## src/tcb_pkg.sv

```systemverilog
// shared constants, types and helper functions of the traffic counter bank
// no dependencies; used by tcb_alu, tcb_group_ram and the core top level
package tcb_pkg;

    // sizing of the counter bank
    localparam int CATEGORY_COUNT = 8;
    localparam int GROUP_COUNT    = 8;
    localparam int COUNTER_WIDTH  = 64;

    localparam int MATH_W   = 64;
    localparam int RAM_DEPTH = GROUP_COUNT * CATEGORY_COUNT;
    localparam int ADDR_W   = $clog2(RAM_DEPTH);
    localparam int CAT_W    = $clog2(CATEGORY_COUNT);
    localparam int MUL_STEPS = 31;

    // operation codes
    localparam logic [1:0] OP_COUNT = 2'd0;
    localparam logic [1:0] OP_RTT   = 2'd1;
    localparam logic [1:0] OP_READ  = 2'd2;

    // ip family codes
    localparam logic [1:0] FAM_IPV4 = 2'd1;
    localparam logic [1:0] FAM_IPV6 = 2'd2;

    // groups and categories with a fixed role
    localparam logic [2:0] GRP_TOTAL = 3'd0;
    localparam logic [2:0] GRP_ICMP4 = 3'd1;
    localparam logic [2:0] GRP_ARP   = 3'd5;
    localparam logic [2:0] GRP_IPV4  = 3'd6;
    localparam logic [2:0] GRP_IPV6  = 3'd7;
    localparam logic [2:0] CAT_RCVD  = 3'd1;

    // rtt figures
    localparam logic [31:0] RTT_NONE = 32'hFFFF_FFFF;
    localparam logic [31:0] RTT_SAT  = 32'h7FFF_FFFF;

    // counter memory port
    typedef struct packed {
        logic                     we;
        logic [ADDR_W-1:0]        waddr;
        logic [COUNTER_WIDTH-1:0] wdata;
        logic [ADDR_W-1:0]        raddr;
    } ram_req_t;

    // shared adder request and result
    typedef struct packed {
        logic [MATH_W-1:0] a;
        logic [MATH_W-1:0] b;
        logic              sub;
    } alu_req_t;

    typedef struct packed {
        logic [MATH_W-1:0] sum;
        logic              carry;
    } alu_res_t;

    // group/category pair lies inside the bank
    function automatic logic cell_ok(input logic [2:0] grp, input logic [2:0] cat);
        return (32'(grp) < GROUP_COUNT) && (32'(cat) < CATEGORY_COUNT);
    endfunction

    function automatic logic cat_ok(input logic [2:0] cat);
        return 32'(cat) < CATEGORY_COUNT;
    endfunction

    // flat memory address of a group/category pair
    function automatic logic [ADDR_W-1:0] cell_addr(input logic [2:0] grp,
                                                    input logic [2:0] cat);
        logic [8:0] flat;
        flat = 9'(grp) * 9'(CATEGORY_COUNT) + 9'(cat);
        return flat[ADDR_W-1:0];
    endfunction

    // byte counter index of a category
    function automatic logic [CAT_W-1:0] cat_index(input logic [2:0] cat);
        logic [3:0] wide;
        wide = 4'(cat);
        return wide[CAT_W-1:0];
    endfunction

endpackage

```

## src/tcb_group_ram.sv

```systemverilog
// packet counter memory, one write and one registered read port
// valid bits cleared by reset make unwritten entries read as zero; uses tcb_pkg
module tcb_group_ram (
    input  logic                               clk,
    input  logic                               rst_n,
    input  tcb_pkg::ram_req_t                  req,
    output logic [tcb_pkg::COUNTER_WIDTH-1:0]  rd_data
);

    logic [tcb_pkg::COUNTER_WIDTH-1:0] mem_reg [tcb_pkg::RAM_DEPTH];
    logic [tcb_pkg::COUNTER_WIDTH-1:0] rd_data_reg;
    logic [tcb_pkg::RAM_DEPTH-1:0]     valid_reg;
    logic                              rd_valid_reg;

    // storage array and read data
    always_ff @(posedge clk)
    begin
        if (req.we)
        begin
            mem_reg[req.waddr] <= req.wdata;
        end
        rd_data_reg <= mem_reg[req.raddr];
    end

    // per-entry valid bits
    always_ff @(posedge clk or negedge rst_n)
    begin
        if (!rst_n)
        begin
            valid_reg    <= '0;
            rd_valid_reg <= 1'b0;
        end
        else
        begin
            if (req.we)
            begin
                valid_reg[req.waddr] <= 1'b1;
            end
            rd_valid_reg <= valid_reg[req.raddr];
        end
    end

    assign rd_data = rd_valid_reg ? rd_data_reg : '0;

endmodule

```

## config.mk

```make
export PLATFORM = sky130hd
export DESIGN_NAME = tcb_group_ram
export DESIGN_NICKNAME = d
export VERILOG_FILES = /design/src/tcb_pkg.sv /design/src/tcb_group_ram.sv
export SDC_FILE = /design/constraint.sdc
export NUM_CORES = 2
export LEC_CHECK = 0
export BUFFER_PORTS_ARGS = -buffer_cell sky130_fd_sc_hd__buf_2
export CORE_ASPECT_RATIO = 0.8
export CORE_UTILIZATION = 36
export CTS_BUF_LIST = sky130_fd_sc_hd__clkbuf_2
export CTS_CLUSTER_DIAMETER = 60
export CTS_CLUSTER_SIZE = 28
export DETAILED_ROUTE_END_ITERATION = 7
export PLACE_DENSITY = 0.47
export SLEW_MARGIN = 20
export SYNTH_ARGS = -nofsm -noshare
export SYNTH_HDL_FRONTEND = slang
export SYNTH_SLANG_ARGS = --single-unit
```

## constraint.sdc

```tcl
create_clock -name clk -period 2.1 [get_ports clk]
set_input_delay 0.42 -clock clk [delete_from_list [all_inputs] [get_ports clk]]
set_output_delay 0.42 -clock clk [all_outputs]
set_load 0.005 [all_outputs]
```

==> reports/qor.csv <==
metric;value;unit
crit_arrival;3.56;ns
drt_iter0_drc;11140;
yosys.area.top_type_share;77.53;%
clkTransAtPathRegs;0.37;ns
cts_max_level;5;
cts_tree;yes;
synthFlopType;edfxtp_1;
async_flop_share;1.538;%
final_cell_area;0.1893;mm^2
reg2reg_from;mem_reg[14][19]$_DFFE_PP_;
ioPinCount;143;
drv_cap;0;
synth_area;0.1586;mm^2
mappedNetlistNets;6828;
wirelength;517600;um
synth_seq_cells;4225;
tns;-117.27;ns
synthSimpleGateAreaFrac;1.444;%
dp_hpwl;335700;um
gp_congestion;0.7927;
period_needed;3.979;ns
crit_fanout;19;
mostFrequentLayoutCells;edfxtp_1, mux4_2, buf_4;
final_common_cell;edfxtp_1;
cts.path.max_buffers;4;
die_h;595.8;um
die_w;744.2;um
first_pass_iters;5;
final_antenna_net_count;0;
cp_data_required_time;1.68;ns
crit_start;rd_valid_reg$_DFF_PN0_;
layout.nets;8352;
p_leak;60.12;nW
grt_overflow;0;
synth_top_family_by_area;multiplexers;
wl_per_cell;36.04;um
rsz0062_at_grt;yes;
grt_max_degree;66;
seq_area_frac_synth;79.36;%
drive_gt1_share;36.56;%
r2r-end;rd_data_reg[19]$_DFF_P_;
grt_usage;23.10;%
syn_to_final_growth;19.32;%
outcome;finished with violations;
viasPerCell;5.663;
final-hold-violation-count;0;
final-setup-viol-count;125;
muxShareOfSynthArea;15.32;%
core-area;0.4377;mm^2
final_util;43.25;%
endpoint;rd_data[27];
powerDensity;765.2;mW/mm^2
path_class;reg2out;
timing.hold.ws;0.2446;ns
cts.sink_count;4225;
start_kind;register;
synth_cell_types;32;
synth-compound-area-share;2.648;%
tightest_slew;1.063;ns
die-area;0.4433;mm^2
io_buffer_count;142;
synthAdderAreaFrac;0;%
relSlewSlack;28.88;%
power.total;144.8;mW
dp.cells;13440;
worst_skew_pair.late_latency;2.33;ns
fin_cells;14360;
largest_reg_flops;4096;
syn_inst;6749;
cts_buffers;295;
ir_drop;0.0005129;V
placed_area;0.1801;mm^2
netlist_top_cells_area;edfxtp_1, mux4_2, a22oi_1;
grt_pass1_vias;81370;
violations;setup timing;
fmax;251.3;MHz
synth_edf_count;4096;
syn_avg_cell_area;23.51;um^2
period_share;189.5;%
place_ws;-1.409;ns
fin_skew;0.2800;ns
grt_antenna_before_repair;56;
yosys_warnings;0;
initial_utilization;36.25;%
endpoint_kind;primary output;
rrSetupSlack;0.02;ns
drc;0;
slew_viol_final;0;
rows;217;
worstHoldPathType;in2reg;
yosysTopAreaCell;edfxtp_1;
grt_pass1_wl;704800;um
vias;81310;
setup_ws;-1.879;ns
ff2ff_path_depth;5;
synth-xor-area-share;0;%
root_buffer;clkbuf_2;
==> layer usage <==
metal / vias to the layer above / share of wire, % / track usage (%)
met5: - / 0 / 0
met3: 413 / 8.2 / 4.287
met4: 0 / 1.5 / 3.401
li1: 32230 / - / -
met1: 45380 / 46 / 35.79
met2: 3288 / 45 / 34.75
==> cell families after synthesis <==
group	count (synthesis)
AOI/OAI and AO/OA	585
buffers and inverters	392
DFF	4225
muxes	1128
and+or+nand+nor	419
==> Yosys cell counts, types with 66 or more instances <==
library cell  number
o22ai_1          130
mux4_2          1040
edfxtp_1        4096
and2_1            67
clkbuf_1         195
a22oi_1          260
or2_2             67
buf_2             90
mux2i_1           88
o221ai_1          66
nor2_1            68
nand3_1          111
==> critical path: stages, from the launching register on <==
cell     delay (ns)
dfrtp_4        0.63
buf_12         0.18
buf_12         0.16
and2_1         0.15
buf_2          0.13
==> final cells by class <==
| cell class | instances | area, um^2 |
|---|---|---|
| Clock buffer | 320 | 1602 |
| Multi-Input combinational cell | 2132 | 31520 |
| Timing Repair Buffer | 1618 | 20050 |
| Clock inverter | 221 | 2841 |
| Sequential cell | 4225 | 125900 |
| Fill cell | 37550 | 248400 |
| Inverter | 1 | 3.754 |
| Tap cell | 5803 | 7261 |
| Antenna cell | 39 | 97.59 |
==> how the worst min path moves through the flow <==
stage | start | to | slack, ns | depth (start not counted)
2_1_floorplan | rst_n | rd_valid_reg$_DFF_PN0_ | 0.12 | 0
3_3_place_gp | valid_reg[7]$_DFFE_PN0P_ | valid_reg[7]$_DFFE_PN0P_ | 0.45 | 1
3_5_place_dp | valid_reg[22]$_DFFE_PN0P_ | valid_reg[22]$_DFFE_PN0P_ | 0.45 | 1
4_1_cts | req[28] | mem_reg[33][22]$_DFFE_PP_ | 0.006 | 6
5_1_grt | req[74] | mem_reg[54][4]$_DFFE_PP_ | 0.13 | 7
6_report | req[73] | mem_reg[54][42]$_DFFE_PP_ | 0.24 | 7
==> repair_timing <==
item	in CTS	in global routing
pin swaps	1	4
gates cloned	0	2
hold buffers	338	5
resized for setup	55	30
setup buffers	2	1
endpoints found under the setup margin	71	699
hold endpoints to repair	8386	102
==> report_power, final <==
group | switching (mW) | internal, mW | leakage [nW] | total [mW]
clock network | 30.8 | 8.76 | 2.64 | 39.5
registers | 0.688 | 93.4 | 38.2 | 94.1
logic | 6.14 | 5.09 | 19.3 | 11.2
Note: power is estimated with default switching activity, not from simulation.
