[src/tcb_pkg.sv]
// shared constants, types and helper functions of the traffic counter bank
// no dependencies; used by tcb_alu, tcb_group_ram and the core top level
package tcb_pkg;

    // sizing of the counter bank
    localparam int CATEGORY_COUNT = 8;
    localparam int GROUP_COUNT    = 8;
    localparam int COUNTER_WIDTH  = 64;

    localparam int MATH_W   = 64;
    localparam int RAM_DEPTH = GROUP_COUNT * CATEGORY_COUNT;
    localparam int ADDR_W   = $clog2(RAM_DEPTH);
    localparam int CAT_W    = $clog2(CATEGORY_COUNT);
    localparam int MUL_STEPS = 31;

    // operation codes
    localparam logic [1:0] OP_COUNT = 2'd0;
    localparam logic [1:0] OP_RTT   = 2'd1;
    localparam logic [1:0] OP_READ  = 2'd2;

    // ip family codes
    localparam logic [1:0] FAM_IPV4 = 2'd1;
    localparam logic [1:0] FAM_IPV6 = 2'd2;

    // groups and categories with a fixed role
    localparam logic [2:0] GRP_TOTAL = 3'd0;
    localparam logic [2:0] GRP_ICMP4 = 3'd1;
    localparam logic [2:0] GRP_ARP   = 3'd5;
    localparam logic [2:0] GRP_IPV4  = 3'd6;
    localparam logic [2:0] GRP_IPV6  = 3'd7;
    localparam logic [2:0] CAT_RCVD  = 3'd1;

    // rtt figures
    localparam logic [31:0] RTT_NONE = 32'hFFFF_FFFF;
    localparam logic [31:0] RTT_SAT  = 32'h7FFF_FFFF;

    // counter memory port
    typedef struct packed {
        logic                     we;
        logic [ADDR_W-1:0]        waddr;
        logic [COUNTER_WIDTH-1:0] wdata;
        logic [ADDR_W-1:0]        raddr;
    } ram_req_t;

    // shared adder request and result
    typedef struct packed {
        logic [MATH_W-1:0] a;
        logic [MATH_W-1:0] b;
        logic              sub;
    } alu_req_t;

    typedef struct packed {
        logic [MATH_W-1:0] sum;
        logic              carry;
    } alu_res_t;

    // group/category pair lies inside the bank
    function automatic logic cell_ok(input logic [2:0] grp, input logic [2:0] cat);
        return (32'(grp) < GROUP_COUNT) && (32'(cat) < CATEGORY_COUNT);
    endfunction

    function automatic logic cat_ok(input logic [2:0] cat);
        return 32'(cat) < CATEGORY_COUNT;
    endfunction

    // flat memory address of a group/category pair
    function automatic logic [ADDR_W-1:0] cell_addr(input logic [2:0] grp,
                                                    input logic [2:0] cat);
        logic [8:0] flat;
        flat = 9'(grp) * 9'(CATEGORY_COUNT) + 9'(cat);
        return flat[ADDR_W-1:0];
    endfunction

    // byte counter index of a category
    function automatic logic [CAT_W-1:0] cat_index(input logic [2:0] cat);
        logic [3:0] wide;
        wide = 4'(cat);
        return wide[CAT_W-1:0];
    endfunction

endpackage

[src/tcb_alu.sv]
// shared 64-bit add/subtract unit of the traffic counter bank
// depends on tcb_pkg for the request and result types
module tcb_alu (
    input  tcb_pkg::alu_req_t req,
    output tcb_pkg::alu_res_t res
);

    logic [tcb_pkg::MATH_W-1:0] operand_b;

    // subtract as add of the complement, carry high means no borrow
    assign operand_b = req.sub ? ~req.b : req.b;
    assign {res.carry, res.sum} = {1'b0, req.a} + {1'b0, operand_b}
                                  + (tcb_pkg::MATH_W + 1)'(req.sub);

endmodule

[config.mk]
export PLATFORM = sky130hd
export DESIGN_NAME = tcb_alu
export DESIGN_NICKNAME = d
export VERILOG_FILES = /design/src/tcb_pkg.sv /design/src/tcb_alu.sv
export SDC_FILE = /design/constraint.sdc
export NUM_CORES = 1
export LEC_CHECK = 0
export BUFFER_PORTS_ARGS = -buffer_cell sky130_fd_sc_hd__buf_2
export CORE_ASPECT_RATIO = 1.2
export CORE_UTILIZATION = 51
export DETAILED_ROUTE_END_ITERATION = 6
export GPL_TIMING_DRIVEN = 0
export PLACE_DENSITY = 0.85
export SLEW_MARGIN = 10
export SYNTH_ARGS = -nofsm -noshare
export SYNTH_HDL_FRONTEND = slang
export SYNTH_SLANG_ARGS = --single-unit
[constraint.sdc]
create_clock -name vclk -period 6.44
set_input_delay 1.288 -clock vclk [all_inputs]
set_output_delay 1.288 -clock vclk [all_outputs]
set_load 0.01 [all_outputs]
==> flow_metrics.tcl, run 1 <==
set metrics [dict create \
    status "completed" \
    grt_max_degree 11 \
    syn_inst 636 \
    synth_area_leader_cell "ha_1" \
    cp_cell_sequence "buf_2, clkbuf_2, xor2_1, ha_1, clkbuf_1, nand2_1, nor2_1, nand2_1, nor4_1, a311oi_2, a211oi_4, a41oi_1, xnor2_1, buf_2" \
    crit_path_end_kind "output pin" \
    drc_errors 0 \
    ios 194 \
    cpPeakStageDelay_ps 480 \
    multi_input_area_sq_um 4340 \
    final_hold_viol_count 0 \
    area_growth_pct 24.6 \
    cp-start-kind "primary input" \
    grt-ovfl-total 0 \
    place_hpwl_um 12300 \
    top_layer_used "met4" \
    row_count 37 \
    whs_path_depth 3 \
    grt_pass1_wl_um 22900 \
    drtAntennaViolNets 0 \
    core_sq_um 8610 \
    vias_per_cell 5.79 \
    fin_nets 1030 \
    layout.cells.non_filler 946 \
    cp_slowest_cell "nor4_1" \
    antenna_found_initial 0 \
    dieArea_sq_um 9310 \
    synth_area_sq_um 4550 \
    clock_buffers 0 \
    worstMarginPinSlew_ps 773 \
    crit_buf_inv 4 \
    holdWs_ps 2870 \
    cp.required_ps 5150 \
    cap_violations 0 \
    cts_setup_buffers 0 \
    yosysSeqAreaShare 0 \
    synthDistinctLibCells 71 \
    fmax_mhz 164 \
    ir_drop_mv 0.109 \
    seq_cells 0 \
    yosys-top-cells-count "xor2_1, a21oi_1, ha_1" \
    regArea_sq_um 0 \
    synth_nets 835 \
    die_y_um 106 \
    cpLargestDelayFamily "buffers and inverters" \
    rsz0062_at_grt "no" \
    post-route-period-util 0.945 \
    gp_congestion 0.987 \
    final_util 0.659 \
    wl_met1_um 5800 \
    final_max_slew_viol_count 0 \
    wl_per_cell_um 15.1 \
    initial_core_util 0.529 \
    setup_tns_ps 0 \
    power_density_nw_per_um2 166 \
    post-place-cells 946 \
    hp-class "primary input to output pin" \
    ys_warn_count 0 \
    drtIter0Drc 184 \
    cp.depth 14 \
    routed_wirelength_um 14300 \
    p_leak_nw 2.87 \
    fill_cells 805 \
    synth_top_area_share 0.190 \
    arrival_ps 4800 \
    critPathKind "primary input to output pin" \
    fin_crit_ps 6090 \
    wl_met3_um 783 \
    relSlewSlack 0.483 \
    critPathMaxFanout 10 \
    dr.pass1.iters 5 \
    n_antenna_cell 0 \
    io_buffers 193 \
    dieWidth_um 88.3 \
    wl_met2_um 7340 \
    setup_violations 0 \
    drive_gt1_frac 0.282 \
    grt_pass1_vias 5192 \
    vias 5479 \
    ctsHoldBuffers 0 \
    yosysMostFrequentCell "xor2_1" \
    avgSynthCellArea_sq_um 7.16 \
    track_usage 0.297 \
    synthTopCellsByArea "ha_1, xor2_1, a21oi_1" \
]
[area by class of cell]
type / instances / area share
Multi-Input combinational cell: 592 / 0.764
Timing Repair Buffer: 193 / 0.170
Buffer: 24 / 0.0267
Tap cell: 117 / 0.0258
Inverter: 20 / 0.0132
[worst paths after layout]
| path | slack (ps) | endpoint | start |
|---|---|---|---|
| setup / recovery | 350 | res[59] | req[0] |
| hold / removal | 2870 | res[1] | req[65] |
[cell usage in the layout, fill, tap and decap left out, types with 14 or more instances in the layout]
cell type and count:
nand4_1 14, nand2_1 61, a21o_1 32, o21ai_0 34, ha_1 69, a21oi_1 82, xnor2_1 37, inv_1 20
nor2_1 37, xor2_1 86, buf_2 195
[where the power goes]
group | internal (W) | switching [W]
sequential | 0 | 0
combinational | 0.000398 | 0.000543
clock | 0 | 0
total | 0.000398 | 0.000543
[through the flow]
step	power [W]	worst slack [ps]	instance area, sq um
6_report	0.000941	351	5680
5_1_grt	0.00104	41.1	5680
4_1_cts	0.000934	72.3	5670
3_5_place_dp	0.000928	-28.1	5670
3_3_place_gp	0.000912	67.5	5670
2_1_floorplan	0.000632	883	4550
[layer usage]
metal | vias up | global-route usage
li1 | 2719 | -
met1 | 2513 | 0.361
met2 | 216 | 0.555
met3 | 31 | 0.00783
met4 | 0 | 0.0795
met5 | - | 0
[logic make-up (layout without fill, tap and decap cells)]
group,after synthesis,count (layout),share of synthesized area
AOI/OAI and AO/OA,228,228,0.335
muxes,2,2,0.00440
and+or+nand+nor,169,169,0.182
buffers and inverters,44,237,0.0484
adders and majority gates,70,70,0.194
xor gates and xnor gates,123,123,0.237
[repair_timing]
| action | 4_1_cts | 5_1_grt |
|---|---|---|
| setup endpoints to repair | 2 | 17 |
| pin swaps | 0 | 0 |
| gates resized for setup | 1 | 7 |
Note: power is estimated with default switching activity, not from simulation.
==> run 2: changes to the inputs <==
Settings changed: RECOVER_POWER set to 50.
==> flow_metrics.tcl, run 2 (same netlist as run 1, synthesis figures left out) <==
set metrics [dict create \
    hp-class "primary input to output pin" \
    cpPeakStageDelay_ps 590 \
    drive_gt1_frac 0.256 \
    cap_violations 0 \
    dieArea_sq_um 9310 \
    critPathMaxFanout 10 \
    setup_violations 0 \
    gp_congestion 0.987 \
    power_density_nw_per_um2 165 \
    post-route-period-util 0.957 \
    drtAntennaViolNets 0 \
    most-common-layout-cells "buf_2, xor2_1, a21oi_1, ha_1, nand2_1" \
    wl_per_cell_um 15.1 \
    dr.pass1.iters 5 \
    cp_slowest_cell "or4_4" \
    final_hold_viol_count 0 \
    critPathKind "primary input to output pin" \
    cp_cell_sequence "buf_2, clkbuf_2, xor2_1, ha_1, clkbuf_1, nand4_1, or4_4, or2_4, o211ai_2, a221oi_2, a21oi_1, a21oi_1, o21ai_2, xnor2_1, buf_2" \
    rsz0062_at_grt "no" \
    dieWidth_um 88.3 \
    fmax_mhz 162 \
    core_sq_um 8610 \
    relSlewSlack 0.484 \
    vias_per_cell 5.79 \
    cp-start-kind "primary input" \
    io_buffers 193 \
    dp_slack_ps -28.1 \
    regArea_sq_um 0 \
    ios 194 \
    track_usage 0.297 \
    cp.required_ps 5150 \
    antenna_found_initial 0 \
    drtIter0Drc 179 \
    power_w 0.000931 \
    worstMarginPinSlew_ps 773 \
    fin_nets 1030 \
    vias 5475 \
    arrival_ps 4870 \
    routed_wirelength_um 14300 \
    area_growth_pct 23.8 \
    grt-ovfl-total 0 \
    status "completed" \
    drc_errors 0 \
    ir_drop_mv 0.109 \
    p_leak_nw 2.81 \
    fill_cells 821 \
    die_y_um 106 \
    place_hpwl_um 12300 \
    grt_pass1_wl_um 22900 \
    grt_pass1_vias 5192 \
    final_max_slew_viol_count 0 \
    multi_input_area_sq_um 4330 \
    initial_core_util 0.529 \
    ctsHoldBuffers 0 \
    fin_crit_ps 6160 \
    final_common_cell "buf_2" \
    setup_ws_ps 278 \
    holdWs_ps 2860 \
    crit_path_end_kind "output pin" \
    n_antenna_cell 0 \
    grt_max_degree 11 \
    clock_buffers 0 \
    seq_cells 0 \
    row_count 37 \
]
[run 2: routing by layer]
layer | routed length [um] | share of wire | global-route usage | vias up
li1 | - | - | - | 2716
met1 | 5830 | 0.41 | 0.361 | 2513
met2 | 7340 | 0.51 | 0.555 | 220
met3 | 774 | 0.054 | 0.00783 | 26
met4 | 351 | 0.025 | 0.0795 | 0
met5 | 0 | 0 | 0 | -
[run 2: path summary, 6_finish.rpt]
| check | slack, ps | startpoint | to | depth (start not counted) |
|---|---|---|---|---|
| max | 280 | req[0] | res[52] | 15 |
| min | 2860 | req[65] | res[1] | 3 |
[run 2: where the power goes]
part / switching (W) / internal (W)
registers: 0 / 0
logic: 0.000544 / 0.000386
clock network: 0 / 0
[run 2: area by class of cell]
class | instances | share of cell area
Inverter | 20 | 0.0133
Buffer | 24 | 0.0266
Timing Repair Buffer | 193 | 0.167
Tap cell | 117 | 0.0260
Multi-Input combinational cell | 592 | 0.767
[run 2: critical path, delay by kind of cell]
family / cells / cell delay [ps]
adders and majority gates: 1 / 290
and+or+nand+nor: 3 / 1070
AOI/OAI and AO/OA: 5 / 890
buffers and inverters: 4 / 1070
xor gates and xnor gates: 2 / 270
[run 2: stage by stage]
step           cells  TNS (ps)  area, sq um  utilization
2_1_floorplan    636         0         4550            -
3_3_place_gp     946         0         5670        0.658
3_5_place_dp     946     -51.3         5670        0.658
4_1_cts          946         0         5670        0.658
5_1_grt          946         0         5640        0.655
6_report         946         0         5640        0.655
[run 2: repair_timing]
item | in CTS | in global routing
buffers inserted | 0 | 0
pin swaps | 0 | 0
cloned | 0 | 0
setup endpoints to repair | 2 | 17
resized for setup | 1 | 7
hold endpoints to repair | 0 | 0
==> run 3: changes to the inputs <==
Settings changed: PLACE_DENSITY 0.85 to unset, PLACE_DENSITY_LB_ADDON set to 0.3.
==> flow_metrics.tcl, run 3 (same netlist as run 1, synthesis figures left out) <==
set metrics [dict create \
    final_max_slew_viol_count 0 \
    grt-ovfl-total 0 \
    fmax_mhz 163 \
    core_sq_um 8610 \
    cts_setup_buffers 0 \
    routed_wirelength_um 13900 \
    post-route-period-util 0.955 \
    relSlewSlack 0.412 \
    drtIter0Drc 157 \
    dp_slack_ps -119 \
    track_usage 0.285 \
    gp_congestion 0.907 \
    grt_max_degree 11 \
    row_count 37 \
    power_frac_clock 0 \
    ios 194 \
    whs_path_depth 3 \
    fill_cells 842 \
    power_density_nw_per_um2 164 \
    switchingPower_w 0.000540 \
    setup_violations 0 \
    p_sw_frac 0.584 \
    seqPwrFrac 0 \
    regArea_sq_um 0 \
    arrival_ps 4860 \
    initial_core_util 0.529 \
    most-common-layout-cells "buf_2, xor2_1, a21oi_1, ha_1, nand2_1" \
    hp-class "primary input to output pin" \
    cp-start-kind "primary input" \
    seq_cells 0 \
    dieWidth_um 88.3 \
    multi_input_area_sq_um 4320 \
    combPwrFrac 1.000 \
    grt_pass1_vias 5061 \
    cp.required_ps 5150 \
    final_hold_viol_count 0 \
    setup_ws_ps 290 \
    vias 5419 \
    place_hpwl_um 12000 \
    fin_crit_ps 6150 \
    io_buffers 193 \
    fin_nets 1030 \
    setup_tns_ps 0 \
    grt_pass1_wl_um 22300 \
    die_y_um 106 \
    drtAntennaViolNets 0 \
    p_int_w 0.000385 \
    cap_violations 0 \
    rsz0062_at_grt "no" \
    crit_path_end_kind "output pin" \
    worstMarginPinSlew_ps 880 \
    p_leak_nw 2.81 \
    drive_gt1_frac 0.253 \
    clock_buffers 0 \
    cpPeakStageDelay_ps 770 \
    ir_drop_mv 0.0888 \
    dieArea_sq_um 9310 \
    final_common_cell "buf_2" \
    critPathKind "primary input to output pin" \
    cp_cell_sequence "buf_2, clkbuf_2, xor2_1, ha_1, clkbuf_2, a21oi_1, o22ai_1, a2111oi_1, a31oi_1, a31o_2, a21oi_1, xnor2_1, buf_2" \
    antenna_found_initial 1 \
    area_growth_pct 23.8 \
    wl_per_cell_um 14.7 \
    status "completed" \
    vias_per_cell 5.72 \
    cp_slowest_cell "a2111oi_1" \
    drc_errors 0 \
    critPathMaxFanout 10 \
    dr.pass1.iters 4 \
]
==> run 3: repair_timing <==
item,4_1_cts,5_1_grt
resized for setup,1,7
hold endpoints to repair,0,0
hold buffers,0,0
gates cloned,0,0
endpoints found under the setup margin,3,15
==> run 3: worst paths after layout <==
| check | end | start | slack [ps] |
|---|---|---|---|
| setup / recovery | res[62] | req[0] | 290 |
| hold / removal | res[1] | req[65] | 2850 |
==> run 3: power by group through the flow <==
stage / sequential (W) / combinational (W) / clock, W
after CTS: 0 / 0.000930 / 0
after global routing: 0 / 0.00102 / 0.0000000000208
final: 0 / 0.000925 / 0.0000000000208
after global placement: 0 / 0.000911 / 0
after floorplan: 0 / 0.000632 / 0
after detailed placement: 0 / 0.000924 / 0
==> run 3: routing by layer <==
layer	vias up	routed length [um]	part of all wire	track usage
li1	2715	-	-	-
met1	2480	5900	0.42	0.356
met2	196	6910	0.50	0.516
met3	28	772	0.056	0.0235
met4	0	313	0.023	0.0668
met5	-	0	0	0
==> run 3: per-stage QoR <==
| step | cells | util | total power [W] | cell area [sq um] | hold WS, ps |
|---|---|---|---|---|---|
| after global routing | 947 | 0.655 | 0.00102 | 5640 | 2890 |
| after CTS | 946 | 0.658 | 0.000930 | 5670 | 2860 |
| after global placement | 946 | 0.658 | 0.000911 | 5670 | 2860 |
| final | 947 | 0.655 | 0.000925 | 5640 | 2850 |
| after floorplan | 636 | - | 0.000632 | 4550 | 2650 |
| after detailed placement | 946 | 0.658 | 0.000924 | 5670 | 2860 |
==> run 3: critical path: cells and delay by family <==
| family | cells | cell delay [ps] |
|---|---|---|
| AO/OA/AOI/OAI | 6 | 1970 |
| XOR/XNOR | 2 | 350 |
| adder cells (fa/ha/maj) | 1 | 240 |
| buffers and inverters | 4 | 990 |
==> run 3: layout make-up <==
type               instances  area share
diodes                     1    0.000444
plain buffers             24      0.0269
inverters                 20      0.0133
multi-input cells        592       0.767
well taps                117      0.0260
repair buffers           193       0.167
